[config.mk]
export PLATFORM = sky130hd
export DESIGN_NAME = romaji_word_token_classifier_flat
export DESIGN_NICKNAME = d
export VERILOG_FILES = /design/src/design/rwtc_pkg.sv /design/src/design/rwtc_if.sv /design/src/design/rwtc_syllable.sv /design/src/design/rwtc_reserved.sv /design/src/design/romaji_word_token_classifier.sv /design/src/flat_wrapper.sv
export SDC_FILE = /design/constraint.sdc
export NUM_CORES = 1
export LEC_CHECK = 0
export ABC_AREA = 1
export ABC_CLOCK_PERIOD_IN_PS = 7250
export CAP_MARGIN = 20
export CELL_PAD_IN_SITES_DETAIL_PLACEMENT = 1
export CELL_PAD_IN_SITES_GLOBAL_PLACEMENT = 1
export CORE_UTILIZATION = 50
export CTS_CLUSTER_DIAMETER = 150
export DETAILED_ROUTE_END_ITERATION = 8
export DONT_BUFFER_PORTS = 1
export GPL_ROUTABILITY_DRIVEN = 0
export PLACE_DENSITY_LB_ADDON = 0.1
export SETUP_SLACK_MARGIN = 0.1
export SLEW_MARGIN = 40
export SYNTH_ARGS = -nofsm -noshare
export SYNTH_HDL_FRONTEND = slang
export SYNTH_HIERARCHICAL = 1
export SYNTH_SLANG_ARGS = --single-unit
[constraint.sdc]
create_clock -name clk -period 7.25 [get_ports clk]
set_input_delay 1.8125 -clock clk [delete_from_list [all_inputs] [get_ports clk]]
set_output_delay 1.8125 -clock clk [all_outputs]
set_load 0.1 [all_outputs]
[src/design/rwtc_pkg.sv]
// Shared types, token codes and the reserved-word table of the romaji word classifier.
// No dependencies; every other file of the block depends on this package.
package rwtc_pkg;

  // Token codes of a result transaction
  typedef enum logic [3:0] {
    TOK_ERROR       = 4'd0,
    TOK_WORD1       = 4'd1,
    TOK_WORD2       = 4'd2,
    TOK_PERIOD      = 4'd3,
    TOK_EOFM        = 4'd4,
    TOK_VERB        = 4'd5,
    TOK_VERBNEG     = 4'd6,
    TOK_VERBPAST    = 4'd7,
    TOK_VERBPASTNEG = 4'd8,
    TOK_IS          = 4'd9,
    TOK_WAS         = 4'd10,
    TOK_OBJECT      = 4'd11,
    TOK_SUBJECT     = 4'd12,
    TOK_DESTINATION = 4'd13,
    TOK_PRONOUN     = 4'd14,
    TOK_CONNECTOR   = 4'd15
  } token_t;

  // Syllable automaton states, one-hot
  typedef enum logic [7:0] {
    ST_START = 8'b0000_0001,
    ST_PAIR  = 8'b0000_0010,
    ST_S     = 8'b0000_0100,
    ST_T     = 8'b0000_1000,
    ST_C     = 8'b0001_0000,
    ST_GLIDE = 8'b0010_0000,
    ST_VOWEL = 8'b0100_0000,
    ST_N     = 8'b1000_0000
  } syl_state_t;

  localparam int RSV_NUM   = 19;
  localparam int RSV_CHARS = 12;
  localparam logic [3:0] POS_MAX = 4'd13;
  localparam logic [4:0] RSV_EOFM = 5'd18;

  // Reserved words, right-justified in a 12-character field
  localparam logic [RSV_CHARS*8-1:0] RSV_TEXT [RSV_NUM] = '{
    "masu", "masen", "mashita", "masendeshita", "desu", "deshita",
    "o", "wa", "ni", "watashi", "anata", "kare", "kanojo", "sore",
    "mata", "soshite", "shikashi", "dakara", "eofm"
  };

  localparam logic [3:0] RSV_LEN [RSV_NUM] = '{
    4'd4, 4'd5, 4'd7, 4'd12, 4'd4, 4'd7, 4'd1, 4'd2, 4'd2,
    4'd7, 4'd5, 4'd4, 4'd6, 4'd4, 4'd4, 4'd7, 4'd8, 4'd6, 4'd4
  };

  localparam token_t RSV_TYPE [RSV_NUM] = '{
    TOK_VERB, TOK_VERBNEG, TOK_VERBPAST, TOK_VERBPASTNEG, TOK_IS, TOK_WAS,
    TOK_OBJECT, TOK_SUBJECT, TOK_DESTINATION,
    TOK_PRONOUN, TOK_PRONOUN, TOK_PRONOUN, TOK_PRONOUN, TOK_PRONOUN,
    TOK_CONNECTOR, TOK_CONNECTOR, TOK_CONNECTOR, TOK_CONNECTOR, TOK_EOFM
  };

  // Status of the reserved-word tracker for the current character
  typedef struct packed {
    logic   first;
    logic   hit;
    logic   eofm;
    token_t rtype;
  } rsv_status_t;

  // Character at a position of a reserved word; zero past its end
  function automatic logic [7:0] rsv_char(input logic [4:0] idx, input logic [3:0] pos);
    logic [3:0] off;
    logic [6:0] base;
    logic [RSV_CHARS*8-1:0] text;
    off  = RSV_LEN[idx] - 4'd1 - pos;
    base = {off, 3'b000};
    text = RSV_TEXT[idx];
    if (pos < RSV_LEN[idx]) begin
      return text[base +: 8];
    end else begin
      return 8'h00;
    end
  endfunction

endpackage

[src/design/rwtc_if.sv]
// Stream channels of the romaji word classifier: character input and token output.
// Depends on rwtc_pkg for the token type.
interface rwtc_in_if;
  logic       valid;
  logic       ready;
  logic [7:0] ch;
  logic       last;

  modport source (output valid, output ch, output last, input ready);
  modport sink   (input valid, input ch, input last, output ready);
endinterface

interface rwtc_out_if;
  logic             valid;
  logic             ready;
  rwtc_pkg::token_t token_type;

  modport source (output valid, output token_type, input ready);
  modport sink   (input valid, input token_type, output ready);
endinterface

[src/design/rwtc_syllable.sv]
// Romaji syllable automaton with its reject flag, updated once per character.
// Depends on rwtc_pkg for the state encoding.
module rwtc_syllable (
  input  logic       clk,
  input  logic       rst,
  input  logic       step,
  input  logic [7:0] ch,
  input  logic       last,
  output logic       accept
);
  import rwtc_pkg::*;

  syl_state_t state, state_next, trans;
  logic       rejected, rejected_next;
  logic       has_trans;
  logic       vowel, solo, pair, boundary;

  // Classify the character
  always_comb begin
    vowel = (ch == "a") || (ch == "e") || (ch == "i") || (ch == "o") || (ch == "u");
    solo  = (ch == "d") || (ch == "j") || (ch == "w") || (ch == "y") || (ch == "z");
    pair  = (ch == "b") || (ch == "g") || (ch == "h") || (ch == "k") || (ch == "m") ||
            (ch == "p") || (ch == "r");
    boundary = (state == ST_START) || (state == ST_VOWEL) || (state == ST_N);
  end

  // Find the transition, in priority order
  always_comb begin
    has_trans = 1'b1;
    trans     = state;
    if (boundary && solo) begin
      trans = ST_GLIDE;
    end else if ((state == ST_S || state == ST_C) && ch == "h") begin
      trans = ST_GLIDE;
    end else if (state == ST_T && ch == "s") begin
      trans = ST_GLIDE;
    end else if (state == ST_PAIR && ch == "y") begin
      trans = ST_GLIDE;
    end else if (boundary && ch == "c") begin
      trans = ST_C;
    end else if (state == ST_VOWEL && ch == "n") begin
      trans = ST_N;
    end else if ((state == ST_START || state == ST_N) && (pair || ch == "n")) begin
      trans = ST_PAIR;
    end else if (state == ST_VOWEL && pair) begin
      trans = ST_PAIR;
    end else if (boundary && ch == "t") begin
      trans = ST_T;
    end else if (boundary && ch == "s") begin
      trans = ST_S;
    end else if (state != ST_C && vowel) begin
      trans = ST_VOWEL;
    end else begin
      has_trans = 1'b0;
    end
  end

  // Advance unless already rejected
  always_comb begin
    state_next    = state;
    rejected_next = rejected;
    if (!rejected) begin
      if (has_trans) begin
        state_next = trans;
      end else begin
        rejected_next = 1'b1;
      end
    end
    accept = !rejected_next && (state_next == ST_VOWEL || state_next == ST_N);
  end

  // Hold between characters, drop back to start after a word
  always_ff @(posedge clk) begin
    if (rst) begin
      state    <= ST_START;
      rejected <= 1'b0;
    end else if (step) begin
      if (last) begin
        state    <= ST_START;
        rejected <= 1'b0;
      end else begin
        state    <= state_next;
        rejected <= rejected_next;
      end
    end
  end

endmodule

[src/design/rwtc_reserved.sv]
// Position counter and per-word match flags against the reserved-word table.
// Depends on rwtc_pkg for the table and the status struct.
module rwtc_reserved (
  input  logic                  clk,
  input  logic                  rst,
  input  logic                  step,
  input  logic [7:0]            ch,
  input  logic                  last,
  output rwtc_pkg::rsv_status_t status
);
  import rwtc_pkg::*;

  logic [3:0]         pos, pos_next;
  logic [RSV_NUM-1:0] flags, flags_next, keep;
  logic [4:0]         hit_idx;
  logic               hit;

  // Compare the character against every word at the current position
  for (genvar i = 0; i < RSV_NUM; i++) begin : g_keep
    assign keep[i] = (pos < RSV_LEN[i]) && (ch == rsv_char(5'(i), pos));
  end

  assign flags_next = flags & keep;
  assign pos_next   = (pos < POS_MAX) ? pos + 4'd1 : pos;

  // Pick the lowest-index word that matches in full
  always_comb begin
    hit     = 1'b0;
    hit_idx = 5'd0;
    for (int i = RSV_NUM - 1; i >= 0; i--) begin
      if (flags_next[i] && RSV_LEN[i] == pos_next) begin
        hit     = 1'b1;
        hit_idx = 5'(i);
      end
    end
    status.first = (pos == 4'd0);
    status.hit   = hit;
    status.eofm  = hit && (hit_idx == RSV_EOFM);
    status.rtype = RSV_TYPE[hit_idx];
  end

  // Advance per character, clear after a word
  always_ff @(posedge clk) begin
    if (rst) begin
      pos   <= 4'd0;
      flags <= '1;
    end else if (step) begin
      if (last) begin
        pos   <= 4'd0;
        flags <= '1;
      end else begin
        pos   <= pos_next;
        flags <= flags_next;
      end
    end
  end

endmodule

[src/design/romaji_word_token_classifier.sv]
// Romaji word token classifier: one character per cycle in, one token per word out.
// Path: a character is registered in the input register, then classified into the result
// register, which drives the token. Throughput: one character every cycle, set by the
// automaton and match-flag update that act on each character; a final character
// waits only while an earlier token is held and the output is not ready.
// Reset (synchronous, rst high) empties both registers and returns the word state to start.
module romaji_word_token_classifier (
  input  logic        clk,
  input  logic        rst,
  rwtc_in_if.sink     word_in,
  rwtc_out_if.source  token_out
);
  import rwtc_pkg::*;

  logic        in_valid;
  logic [7:0]  in_ch;
  logic        in_last;
  logic        advance;
  logic        out_valid;
  token_t      out_token;
  token_t      token_next;
  logic        accept;
  rsv_status_t rsv;

  // Move the registered character on; a non-final one needs no output slot
  assign advance = in_valid && (!in_last || !out_valid || token_out.ready);
  assign word_in.ready = !in_valid || advance;

  // Input register
  always_ff @(posedge clk) begin
    if (rst) begin
      in_valid <= 1'b0;
    end else if (word_in.ready) begin
      in_valid <= word_in.valid;
    end
  end

  always_ff @(posedge clk) begin
    if (word_in.valid && word_in.ready) begin
      in_ch   <= word_in.ch;
      in_last <= word_in.last;
    end
  end

  rwtc_syllable u_syllable (
    .clk    (clk),
    .rst    (rst),
    .step   (advance),
    .ch     (in_ch),
    .last   (in_last),
    .accept (accept)
  );

  rwtc_reserved u_reserved (
    .clk    (clk),
    .rst    (rst),
    .step   (advance),
    .ch     (in_ch),
    .last   (in_last),
    .status (rsv)
  );

  // Decide the token in priority order
  always_comb begin
    if (rsv.eofm) begin
      token_next = TOK_EOFM;
    end else if (in_ch == "E" || in_ch == "I") begin
      token_next = TOK_WORD2;
    end else if (accept) begin
      token_next = rsv.hit ? rsv.rtype : TOK_WORD1;
    end else if (rsv.first && in_ch == ".") begin
      token_next = TOK_PERIOD;
    end else begin
      token_next = TOK_ERROR;
    end
  end

  // Result register: load on a final character, clear once the transaction completes
  always_ff @(posedge clk) begin
    if (rst) begin
      out_valid <= 1'b0;
    end else if (advance && in_last) begin
      out_valid <= 1'b1;
    end else if (token_out.ready) begin
      out_valid <= 1'b0;
    end
  end

  always_ff @(posedge clk) begin
    if (advance && in_last) begin
      out_token <= token_next;
    end
  end

  assign token_out.valid      = out_valid;
  assign token_out.token_type = out_token;

endmodule
[src/flat_wrapper.sv]
// flat-port wrapper written by rule: the top's interface ports become plain ports
module romaji_word_token_classifier_flat import rwtc_pkg::*;
  (clk, rst, word_in_valid, word_in_ch, word_in_last, word_in_ready, token_out_valid, token_out_token_type, token_out_ready);
  rwtc_in_if word_in_i ();
  rwtc_out_if token_out_i ();
  input  logic clk;
  input  logic rst;
  input wire logic [$bits(word_in_i.valid)-1:0] word_in_valid;
  input wire logic [$bits(word_in_i.ch)-1:0] word_in_ch;
  input wire logic [$bits(word_in_i.last)-1:0] word_in_last;
  output wire logic [$bits(word_in_i.ready)-1:0] word_in_ready;
  output wire logic [$bits(token_out_i.valid)-1:0] token_out_valid;
  output wire logic [$bits(token_out_i.token_type)-1:0] token_out_token_type;
  input wire logic [$bits(token_out_i.ready)-1:0] token_out_ready;
  assign word_in_i.valid = word_in_valid;
  assign word_in_i.ch = word_in_ch;
  assign word_in_i.last = word_in_last;
  assign word_in_ready = word_in_i.ready;
  assign token_out_valid = token_out_i.valid;
  assign token_out_token_type = token_out_i.token_type;
  assign token_out_i.ready = token_out_ready;
  romaji_word_token_classifier u_core (.clk(clk), .rst(rst), .word_in(word_in_i), .token_out(token_out_i));
endmodule
# Word level (Yosys, flattened, before mapping)

Memories as Yosys holds them, arrays and structs flattened.
Index checks and enable logic that the tools add are counted.

$add $sub $neg: 9
$lt $le $gt $ge: 10
Eq/ne operators: 62
Shift operators: 19
Multiplexer cells: 96
Bitwise gates (word level): 2
Reductions and logical operators: 86

Operators by type and width:

| cell                    | number |
|---|---|
| $shiftx 96x8->8 const A | 19 |
| $mux 8                  | 33 |
| $eq 8x7->1 const B      | 25 |
| $eq 8x8->1              | 19 |
| $mux 5                  | 19 |
| $logic_and 1x1->1       | 55 |
| $mux 1                  | 35 |
| $logic_or 1x1->1        | 24 |
| $mux 4                  | 6 |
| $and 19x19->19          | 1 |
| $mux 19                 | 1 |
| $eq 3x4->1 const A      | 4 |
| $eq 8x8->1 const B      | 2 |
| $lt 4x3->1 const B      | 4 |
| $sub 3x4->4 const A     | 4 |
| $lt 4x4->1 const B      | 3 |
| $eq 4x4->1 const A      | 2 |
| $eq 8x1->1 const B      | 1 |
| $eq 8x2->1 const B      | 1 |
| $eq 8x3->1 const B      | 1 |
| $eq 8x4->1 const B      | 1 |
| $eq 8x5->1 const B      | 1 |
| $eq 8x6->1 const B      | 1 |
| $ne 8x5->1 const B      | 1 |
| 17 further kinds        | 21 |

Flip-flop bits (word level): 47
Bits in read-only memories: 128
Input port bits: 13
Output and inout port bits: 6
Logic and storage cells: 295
Memories kept: 1

Memories:

| name            | depth | width | rd ports | clocked after Yosys merged registers in | wr ports | RTL line            | text |
|---|---|---|---|---|---|---|---|
| (no name shown) | 32    | 4     | 1        | 0                                       | 0        | rwtc_reserved.sv:39 | `status.rtype = RSV_TYPE[hit_idx];` |

# Logic depth before layout (Yosys ltp)

Gate-level depths: netlist of run 1.

Depth after elaboration: 33
Gate-level depth with buffers: 33
Depth with buffers taken out: 32

# Hierarchy

The synthesis of run 1 kept the hierarchy.

Modules (own cells, without submodules):

| module                       | times used | cells an instance | area an instance (µm²) | seq. area each (µm²) |
|---|---|---|---|---|
| rwtc_reserved                | 1          | 706               | 4058.9                 | 460.4 |
| rwtc_syllable                | 1          | 200               | 1039.7                 | 180.2 |
| romaji_word_token_classifier | 1          | 61                | 649.4                  | 430.4 |

# Worst setup path after synthesis of run 1

No wires, ideal clock.

Kind: in2out
Start point: input port token_out_ready
End point: output port word_in_ready
Data arrival time: 2821 ps
Required time: 5438 ps
Setup slack: 2617 ps
Stages on the path: 2
Path buffers: 0
Cells stage by stage: inv_1 > nand4_1

Word-level cells in the longest chain between the ends: 3

RTL lines:

| item              | RTL line                           | text |
|---|---|---|
| start, declared   | flat_wrapper.sv:14                 | `input wire logic [$bits(token_out_i.ready)-1:0] token_out_ready;` |
| $logic_or 1x1->1  | romaji_word_token_classifier.sv:26 | `assign advance = in_valid && (!in_last \|\| !out_valid \|\| token_out.ready);` |
| $logic_and 1x1->1 | romaji_word_token_classifier.sv:26 |  |
| $logic_or 1x1->1  | romaji_word_token_classifier.sv:27 | `assign word_in.ready = !in_valid \|\| advance;` |
| end, declared     | flat_wrapper.sv:11                 | `output wire logic [$bits(word_in_i.ready)-1:0] word_in_ready;` |

Every way passes these cells.

==> results of run 1 <==
## worst min-delay path, stage by stage, from the launching register on
cell,delay (ns)
dfxtp_1,0.31
nand2_1,0.06
a21oi_1,0.06
## power breakdown
group | total, mW | internal, mW | switching [mW]
Combinational | 0.160 | 0.0469 | 0.113
Clock | 0.254 | 0.129 | 0.125
Sequential | 0.298 | 0.281 | 0.0166
## path summary, 6_finish.rpt
kind | from | end
worst min register to register | u_core/u_syllable/state[6] | u_core/u_syllable/state[6]
worst max register to register | u_core/u_reserved/pos[1] | u_core/token_out.token_type[0]
worst max-delay path | u_core/u_reserved/pos[1] | u_core/token_out.token_type[0]
worst min-delay path | u_core/u_syllable/state[6] | u_core/u_syllable/state[6]
## layer usage
metal,up-vias,share of wire,global-route usage
met5,-,0,0
met4,0,0.043,0.179
met3,80,0.084,0.0747
met2,314,0.45,0.613
met1,3173,0.42,0.482
li1,3123,-,-
## final cells by class
cell class | count | area [um2] | share of cell area
Tap cell | 140 | 175 | 0.0293
Timing Repair Buffer | 8 | 67.6 | 0.0113
Sequential cell | 47 | 1070 | 0.180
Clock buffer | 6 | 129 | 0.0216
Clock inverter | 2 | 12.5 | 0.00210
Multi-Input combinational cell | 774 | 4080 | 0.683
Inverter | 114 | 437 | 0.0731
## registers in the layout, indices dropped and copies added, names as in the netlist
name                         cells
u_core/in_ch                     8
u_core/in_last                   1
u_core/in_valid                  1
u_core/token_out.token_type      4
u_core/token_out.valid           1
u_core/u_reserved/flags         19
u_core/u_reserved/pos            4
u_core/u_syllable/rejected       1
u_core/u_syllable/state          8
## cells in the mapped netlist (all sizes together), types with 3 or more instances
master / n
nand2: 306
nor2: 114
inv: 111
nand3: 99
o21ai: 54
a21oi: 52
dfxtp: 34
nand4: 32
nor3: 30
ha: 28
xor2: 28
buf: 19
clkbuf: 13
edfxtp: 13
o2111ai: 5
o211ai: 5
clkinv: 3
o22ai: 3
## kinds of logic after synthesis
kind of cell | Yosys count
and+or+nand+nor | 592
buffers and inverters | 146
AOI/OAI and AO/OA | 126
DFF | 47
xor gates and xnor gates | 28
adders and majority gates | 28
## cells in the final DEF, fill, tap and decap left out, drive strengths merged, types with 5 or more instances in the layout
master     n
ha        28
dfxtp     34
nor3      30
o211ai     5
nand4     32
nand3     99
edfxtp    13
o2111ai    5
inv      112
xor2      28
nand2    306
o21ai     54
clkbuf     6
nor2     114
a21oi     52
buf        8
## stage by stage
| step | std cells | setup slack [ns] | total power, mW | instance area, um2 | util |
|---|---|---|---|---|---|
| floorplan | 967 | 2.62 | 0.412 | 5750 | - |
| global placement | 1082 | 2.65 | 0.448 | 5800 | 0.526 |
| detailed placement | 1083 | 2.50 | 0.456 | 5820 | 0.528 |
| CTS | 1091 | 2.38 | 0.708 | 5960 | 0.540 |
| global route | 1091 | 1.96 | 0.736 | 5970 | 0.541 |
| finish | 1091 | 2.29 | 0.712 | 5970 | 0.541 |
==> out/metrics.yaml, run 1 <==
synth_area_leaders: "nand2_1 (18%), dfxtp_1 (12%), nand3_1 (8.0%), edfxtp_1 (6.8%), inv_1 (6.4%)"
synth-xor-area-share: 0.0427
cts-root-buf: "clkbuf_16"
drt-initial-drc-count: 569
whs_path_depth: 2
cts_hold_buf: 0
antenna_cells: 0
core_area_um2: 11000
cp_common_cell: "nand2_1"
die_w_um: 109
critPathLaunchType: "register"
synthMuxAreaShare: 0
clock_path_buffers: 2
critPathArrivalTime_ns: 5.03
synth_nets: 1008
antenna_found_initial: 0
timing.final.crit_share: 0.684
dr_total_vias: 6690
crit_fanout: 15
cts_tree: "done"
cts_resized: 0
slowest_stage: "dfxtp_1"
crit_buf_inv: 3
start_util: 0.521
syn_avg_cell_area_um2: 5.94
cp-end-kind: "register"
fin_skew_ns: 0.00497
wl_um: 22100
path_class: "reg -> reg"
slew_headroom: 0.402
hold_viol_final: 0
min_path_type: "reg -> reg"
max-vdd-ir-drop_v: 0.000119
yosys.area_share.adder: 0.0609
max_stage_delay_ns: 0.68
first_pass_iters: 5
synth_compound_area_frac: 0.125
hpwl_um: 16400
tightest_slew_ns: 0.900
netlist_area_um2: 5750
max_cap_viol_count: 0
synthFlopType: "dfxtp_1"
io_buffers: 0
maxSlewViolCount: 0
rsz0062_at_grt: "no"
drive_above_1_share: 0.104
post-cts-setup-buffer-count: 0
critical_path.top_delay_family: "simple AND/OR/NAND/NOR gates"
drtAntennaViolNets: 0
status: "finished clean"
syn_inst: 967
clkLatencyLatePin_ns: 0.31
synthSimpleGateAreaFrac: 0.480
finalSetupTns_ns: 0
synth_largest_area_cell: "nand2_1"
rrSetupSlack_ns: 2.29
fin_nets: 991
async_flop_share: 0
nFillCells: 1603
grt_pass1_vias: 6494
ys_seq_area_frac: 0.186
syn_to_final_growth_pct: 3.87
rows: 38
cts_max_level: 2
synth_edf_count: 13
ys_warn_count: 6
synth_seq_cells: 47
die_h_um: 109
avgRoutedWirePerCell_um: 20.2
setup-violations-final: 0
grt_pass1_wl_um: 34100
synth_top_family_by_area: "simple AND/OR/NAND/NOR gates"
post-route-min-period_ns: 4.96
cp.depth: 28
ys_types: 52
overflow: 0
vias_per_cell: 6.13
grt_start_max_net_pins: 29
io_pins: 19
max_freq_mhz: 202
cellPowerDensity_nw_per_um2: 119
clk_pin_slew_ns: 0.08
worstRegToRegCells: 28
timing.hold.ws_ns: 0.467
drc: 0
cts_buffers: 5
dieArea_um2: 11900
track_usage: 0.379
cts.sinks: 47
p_leak_nw: 2.93
crit_required_ns: 7.31
synth_top_area_frac: 0.184
No activity file was read; power rests on OpenSTA's default activity.
==> run 2: changes to the inputs <==
--- a/config.mk
+++ b/config.mk
@@ -6,11 +6,11 @@
 export NUM_CORES = 1
 export LEC_CHECK = 0
 export ABC_AREA = 1
-export ABC_CLOCK_PERIOD_IN_PS = 7250
+export ABC_CLOCK_PERIOD_IN_PS = 4500
 export CAP_MARGIN = 20
 export CELL_PAD_IN_SITES_DETAIL_PLACEMENT = 1
 export CELL_PAD_IN_SITES_GLOBAL_PLACEMENT = 1
-export CORE_UTILIZATION = 50
+export CORE_UTILIZATION = 42
 export CTS_CLUSTER_DIAMETER = 150
 export DETAILED_ROUTE_END_ITERATION = 8
 export DONT_BUFFER_PORTS = 1
==> constraint.sdc (replaced) <==
create_clock -name clk -period 4.5 [get_ports clk]
set_input_delay 1.125 -clock clk [delete_from_list [all_inputs] [get_ports clk]]
set_output_delay 1.125 -clock clk [all_outputs]
set_load 0.1 [all_outputs]
==> run 2 against run 1 <==
Clock power up 83%; non-clock buffer count rose by 24; sequential cell count unchanged; clock skew grew 0.010 ns; hold slack is essentially flat; via count is 0.70% higher; largest power group unchanged; global-route usage is 5.0 points lower; power up 70%; routed wire length rose by 3.9%; sequential power increased by 58%; combinational power is 71% higher.
==> out/metrics.yaml, run 2 (same netlist as run 1, synthesis figures left out) <==
cts_tree: "done"
cts_buffers: 5  # unchanged
crit_required_ns: 4.56  # -2.75 ns
cts-root-buf: "clkbuf_16"
max_cap_viol_count: 0  # unchanged
rsz0062_at_grt: "no"
dp.cells: 1136  # +4.9%
maxSlewViolCount: 0  # unchanged
fin_skew_ns: 0.0152  # +0.0102 ns
die_h_um: 119  # +8.9%
mostFrequentLayoutCells: "nand2_1 (282), inv_1 (98), nor2_1 (93), nand3_1 (91), a21oi_1 (51)"
min_path_type: "reg -> reg"
io_buffers: 0  # unchanged
grt_pass1_wl_um: 36400  # +6.7%
clkLatencyLatePin_ns: 0.31  # about the same
cts_max_level: 2  # unchanged
track_usage: 0.329  # -0.0497
clk_pin_slew_ns: 0.08  # about the same
p_leak_nw: 3.07  # +4.5%
reg.largest.list: "u_core/u_reserved/flags (19), u_core/in_ch (8), u_core/u_syllable/state (8)"
drive_above_1_share: 0.135  # +0.0311
overflow: 0  # unchanged
dr_total_vias: 6737  # +0.70%
r2r-start: "u_core/u_reserved/pos[1]"
start_util: 0.432  # -0.0888
cts.sinks: 47  # unchanged
max_stage_delay_ns: 0.38  # -0.30 ns
post-route-min-period_ns: 4.12  # -0.839 ns
drc: 0  # unchanged
syn_to_final_growth_pct: 9.16
hpwl_um: 17200  # +5.1%
layout_commonest_cell: "nand2_1"
cts_hold_buf: 0  # unchanged
critPathLaunchType: "register"
hold_path_end: "u_core/u_syllable/state[6]"
cp_common_cell: "nand2_1"
rows: 42  # +11%
vias_per_cell: 5.85  # -4.6%
io_pins: 19  # unchanged
crit_fanout: 14  # -1
cellPowerDensity_nw_per_um2: 193  # +62%
fin_nets: 1016  # +2.5%
crit_buf_inv: 4  # +1
whs_path_depth: 2  # unchanged
final_cells: 1152  # +5.6%
critPathArrivalTime_ns: 4.18  # -0.85 ns
first_pass_iters: 5  # unchanged
slew_headroom: 0.402  # +0.000691
drt-initial-drc-count: 485  # -15%
status: "finished clean"
drtAntennaViolNets: 0  # unchanged
dieArea_um2: 14200  # +19%
grt_pass1_vias: 6853  # +5.5%
setup-violations-final: 0  # unchanged
die_w_um: 119  # +8.9%
max-vdd-ir-drop_v: 0.000135  # +14%
timing.hold.ws_ns: 0.468  # +0.000447 ns
core_area_um2: 13300  # +21%
clock_path_buffers: 2  # unchanged
worstRegToRegCells: 32  # +14%
finalSetupTns_ns: 0  # unchanged
path_class: "reg -> reg"
critical_path.top_delay_family: "simple AND/OR/NAND/NOR gates"
max_freq_mhz: 243  # +20%
hold_viol_final: 0  # unchanged
rrSetupSlack_ns: 0.38  # -1.91 ns
antenna_cells: 0  # unchanged
cp.depth: 32  # +14%
largest_register: "u_core/u_reserved/flags"
timing.final.crit_share: 0.916  # +0.232
avgRoutedWirePerCell_um: 19.9  # -1.6%
slowest_stage: "dfxtp_1"
cp-end-kind: "register"
r2r-end: "u_core/token_out.token_type[0]"
wl_um: 22900  # +3.9%
grt_start_max_net_pins: 33  # +14%
largest_reg_flops: 19  # unchanged
tightest_slew_ns: 0.899  # -0.00104 ns
antenna_found_initial: 0  # unchanged
hold_path.startpoint: "u_core/u_syllable/state[6]"
run 2: cell count changes in the layout (fill, tap and decap cells not counted), sizes merged:
cell	before	now
buf	8	32
clkinvlp	0	1
clkinv	4	3
clkbuf	6	5
bufinv	0	1
nor2	114	115
run 2: what timing repair did:
item | 4_1_cts | 5_1_grt
gates resized for setup | 1 | 11
pin swaps | 0 | 2
setup endpoints to repair | 1 | 4
setup buffers | 0 | 6
gates cloned | 0 | 1
run 2: through the flow:
stage                      util  area, um2  total power [mW]  worst slack, ns
final                     0.472       6270              1.21            0.377
after global placement    0.449       5980             0.733            0.370
after floorplan               -       5750             0.664            0.684
after global routing      0.472       6270              1.26            0.101
after detailed placement  0.451       5990             0.742            0.140
after CTS                 0.464       6170              1.21            0.148
run 2: where the power goes:
| part | total [mW] | switching [mW] | leakage, nW | internal (mW) |
|---|---|---|---|---|
| Sequential | 0.472 | 0.0185 | 0.412 | 0.453 |
| Clock | 0.465 | 0.200 | 0.0804 | 0.265 |
| Combinational | 0.273 | 0.191 | 2.57 | 0.0823 |
run 2: layout make-up:
cell class	count	area [um2]
fillers	1884	7020
multi-input cells	775	4110
flip-flops and latches	47	1070
inverters	114	437
repair buffers	32	259
well taps	176	220
clock buffers	5	125
clock inverters	3	46.3
run 2: per-layer routing:
metal,global-route usage,wire (um)
met5,0,0
met4,0.153,932
met3,0.0560,1610
met2,0.541,10500
met1,0.418,9860
run 2: how the worst max path moves through the flow:
stage,startpoint,endpoint,slack [ns]
4_1_cts,u_core/u_reserved/pos[0],u_core/token_out.token_type[0],0.15
6_report,u_core/u_reserved/pos[1],u_core/token_out.token_type[0],0.38
2_1_floorplan,u_core/u_reserved/pos[1],u_core/token_out.token_type[0],0.68
5_1_grt,u_core/u_reserved/pos[0],u_core/token_out.token_type[0],0.10
3_3_place_gp,u_core/u_reserved/pos[0],u_core/token_out.token_type[0],0.37
3_5_place_dp,u_core/u_reserved/pos[0],u_core/token_out.token_type[0],0.14
run 2: worst register-to-register path: cells and delay by family (launching register included):
family          cells  cell delay [ns]
simple gates       22             1.84
fa+ha+maj           3             0.76
buf+inv             4             0.47
compound gates      3             0.40
flops               1             0.38
==> run 3: changes to the inputs <==
--- a/config.mk
+++ b/config.mk
@@ -20,5 +20,4 @@
 export SLEW_MARGIN = 40
 export SYNTH_ARGS = -nofsm -noshare
 export SYNTH_HDL_FRONTEND = slang
-export SYNTH_HIERARCHICAL = 1
 export SYNTH_SLANG_ARGS = --single-unit
==> run 3 against run 2 <==
Worst setup slack better by 0.080 ns; core utilization down 0.65 points; power down 1.3%; non-clock buffer count down 14; synthesized cell count down 6.9%; largest power group unchanged; highest routed layer unchanged.
==> out/metrics.yaml, run 3 <==
status: "finished clean"
start_util: 0.434  # +0.00185
netlist_area_um2: 5500  # -4.3%
cts.sinks: 47  # unchanged
crit_required_ns: 4.57  # about the same
ys_types: 55  # +5.8%
whs_path_depth: 2  # unchanged
drive_above_1_share: 0.121  # -0.0139
drc: 0  # unchanged
cts_tree: "done"
async_flop_share: 0  # unchanged
syn_avg_cell_area_um2: 6.11  # +2.8%
antenna_cells: 0  # unchanged
yosysMostFrequentCell: "nand2_1"
rsz0062_at_grt: "no"
synthSimpleGateAreaFrac: 0.453  # -0.0260
maxSlewViolCount: 0  # unchanged
clock_path_buffers: 2  # unchanged
critPathArrivalTime_ns: 4.11  # -0.07 ns
clkLatencyLatePin_ns: 0.31  # about the same
cts_max_level: 2  # unchanged
synth_edf_count: 13  # unchanged
fin_skew_ns: 0.00667  # -0.00850 ns
drtAntennaViolNets: 0  # unchanged
nFillCells: 1796  # -4.7%
max_freq_mhz: 247  # +2.0%
cp_common_cell: "nand2_1"
synth_largest_area_cell: "nand2_1"
layout_commonest_cell: "nand2_1"
synth_nets: 942  # -6.5%
io_buffers: 0  # unchanged
wl_um: 21800  # -4.9%
syn_inst: 900  # -6.9%
vias_per_cell: 5.80  # -0.74%
synth_top_family_by_area: "simple AND/OR/NAND/NOR gates"
antenna_found_initial: 0  # unchanged
clk_pin_slew_ns: 0.07  # about the same
grt_pass1_wl_um: 34100  # -6.3%
timing.final.crit_share: 0.899  # -0.0178
tightest_slew_ns: 0.885  # -0.0138 ns
regArea_um2: 1070  # unchanged
worstRegToRegCells: 27  # -16%
largest_register: "u_core.u_reserved.flags"
drt-initial-drc-count: 383  # -21%
synth_top_area_frac: 0.171  # -0.0129
dieArea_um2: 13600  # -4.2%
grt_pass1_vias: 6305  # -8.0%
synthMuxAreaShare: 0  # unchanged
p_leak_nw: 2.79  # -9.1%
ys_top_cells_by_count: "nand2_1 (251), nor2_1 (108), nand3_1 (93), inv_1 (90), a21oi_1 (39)"
post-route-min-period_ns: 4.04  # -0.0800 ns
hold_viol_final: 0  # unchanged
cellPowerDensity_nw_per_um2: 202  # +5.0%
max_cap_viol_count: 0  # unchanged
track_usage: 0.336  # +0.00675
min_path_type: "reg -> reg"
ys_warn_count: 0  # -6
path_class: "reg -> reg"
grt_start_max_net_pins: 30  # -9.1%
reg.largest.list: "u_core.u_reserved.flags (19), u_core.in_ch (8), u_core.u_syllable.state (8)"
largest_reg_flops: 19  # unchanged
critical_path.top_delay_family: "simple AND/OR/NAND/NOR gates"
cts_buffers: 5  # unchanged
cts_hold_buf: 0  # unchanged
syn_to_final_growth_pct: 7.21
ys_seq_area_frac: 0.195  # +0.00835
die_w_um: 116  # -2.1%
crit_fanout: 19  # +5
first_pass_iters: 5  # unchanged
synth-xor-area-share: 0.0428  # +0.0000921
mostFrequentLayoutCells: "nand2_1 (251), nor2_1 (107), nand3_1 (93), inv_1 (90), a21oi_1 (38)"
cp-end-kind: "register"
critPathLaunchType: "register"
timing.hold.ws_ns: 0.478  # +0.0100 ns
avgRoutedWirePerCell_um: 20.4  # +2.4%
cp.depth: 27  # -16%
setup-violations-final: 0  # unchanged
overflow: 0  # unchanged
yosys.area_share.adder: 0.0660  # +0.00500
max-vdd-ir-drop_v: 0.000131  # -3.2%
io_pins: 19  # unchanged
hpwl_um: 16500  # -3.8%
die_h_um: 116  # -2.1%
max_stage_delay_ns: 0.37  # about the same
slowest_stage: "dfxtp_1"
fin_nets: 939  # -7.6%
multi_input_area_um2: 3840  # -6.6%
synth_seq_cells: 47  # unchanged
finalSetupTns_ns: 0  # unchanged
synth_compound_area_frac: 0.134  # +0.00899
core_area_um2: 12700  # -4.7%
crit_buf_inv: 4  # unchanged
rows: 41  # -2.4%
synth_area_leaders: "nand2_1 (17%), dfxtp_1 (12%), nand3_1 (8.5%), nor2_1 (7.4%), edfxtp_1 (7.1%)"
synthFlopType: "dfxtp_1"
slew_headroom: 0.411  # +0.00916
dr_total_vias: 6211  # -7.8%
cts-root-buf: "clkbuf_16"
[run 3: changes by cell type after synthesis, sizes merged, moves of 4 or more]
cell / change
o211ai: +6
a221o: +8
a211oi: +4
clkbuf: -8
a21oi: -10
o2111ai: -4
nor2: +4
buf: +4
o21ai: -24
nor3: -10
nand2: -36
nand4: -4
[run 3: timing repair]
item | in CTS | in global routing
buffers inserted | 0 | 0
endpoints found under the setup margin | 0 | 4
gates resized for setup | 0 | 7
[run 3: layout make-up]
| type | instances | share of cell area |
|---|---|---|
| sequential | 47 | 0.182 |
| inverter | 112 | 0.0734 |
| clock buffer | 5 | 0.0212 |
| multi-input combinational | 713 | 0.652 |
| timing repair buffer | 18 | 0.0272 |
| clock inverter | 3 | 0.00806 |
| tap | 172 | 0.0365 |
[run 3: metal layers]
layer	vias up	wire length, um	track usage
li1	2951	-	-
met1	3002	9760	0.434
met2	197	9800	0.542
met3	61	1320	0.0628
met4	0	925	0.152
met5	-	0	0
[run 3: cell families (layout without fill, tap and decap cells)]
family / after synthesis / count (layout)
AOI/OAI and AO/OA: 114 / 114
xor gates and xnor gates: 26 / 26
adders and majority gates: 29 / 29
buffers and inverters: 140 / 138
DFF: 47 / 47
and+or+nand+nor: 544 / 544
[run 3: per-stage QoR]
step	setup slack, ns	cells	cell area [um2]	util	total power [mW]
final	0.456	1070	5900	0.465	1.19
after global routing	0.111	1070	5900	0.465	1.24
after CTS	0.121	1069	5850	0.462	1.20
after detailed placement	0.126	1061	5680	0.448	0.735
after global placement	0.251	1060	5670	0.447	0.727
after floorplan	0.839	900	5500	-	0.658
[run 3: worst reg2reg max path: stages (launching register included)]
cell and delay, ns:
dfxtp_1 0.37, buf_4 0.30, ha_2 0.37, inv_1 0.07, ha_1 0.33, inv_1 0.09
nand2_1 0.09, o21ai_0 0.16, nand2_1 0.08, nor2_1 0.09, nand3_1 0.09, nor2_1 0.17
nand4_1 0.26, nand3_1 0.15, nand2_1 0.09, nand4_1 0.08, nand2_1 0.06, nand2_1 0.06
nand2_1 0.05, nand2_1 0.06, nand2_1 0.14, ha_1 0.22, inv_1 0.07, a21oi_2 0.05
a21oi_1 0.14, nand2_1 0.06, nand2_1 0.07, a21oi_2 0.05
[run 3: final timing paths]
kind / slack, ns / to / start
setup / recovery: 0.46 / u_core.token_out.token_type[0] / u_core.u_reserved.pos[2]
hold / removal: 0.48 / u_core.u_reserved.flags[1] / u_core.u_reserved.flags[1]
setup reg to reg: 0.46 / u_core.token_out.token_type[0] / u_core.u_reserved.pos[2]
hold reg to reg: 0.48 / u_core.u_reserved.flags[1] / u_core.u_reserved.flags[1]
[run 3: power by group]
| part | internal (mW) | total (mW) | leakage [nW] | switching [mW] |
|---|---|---|---|---|
| logic | 0.0769 | 0.256 | 2.29 | 0.179 |
| clock network | 0.266 | 0.461 | 0.0844 | 0.195 |
| registers | 0.455 | 0.478 | 0.411 | 0.0230 |
| total | 0.798 | 1.19 | 2.79 | 0.397 |
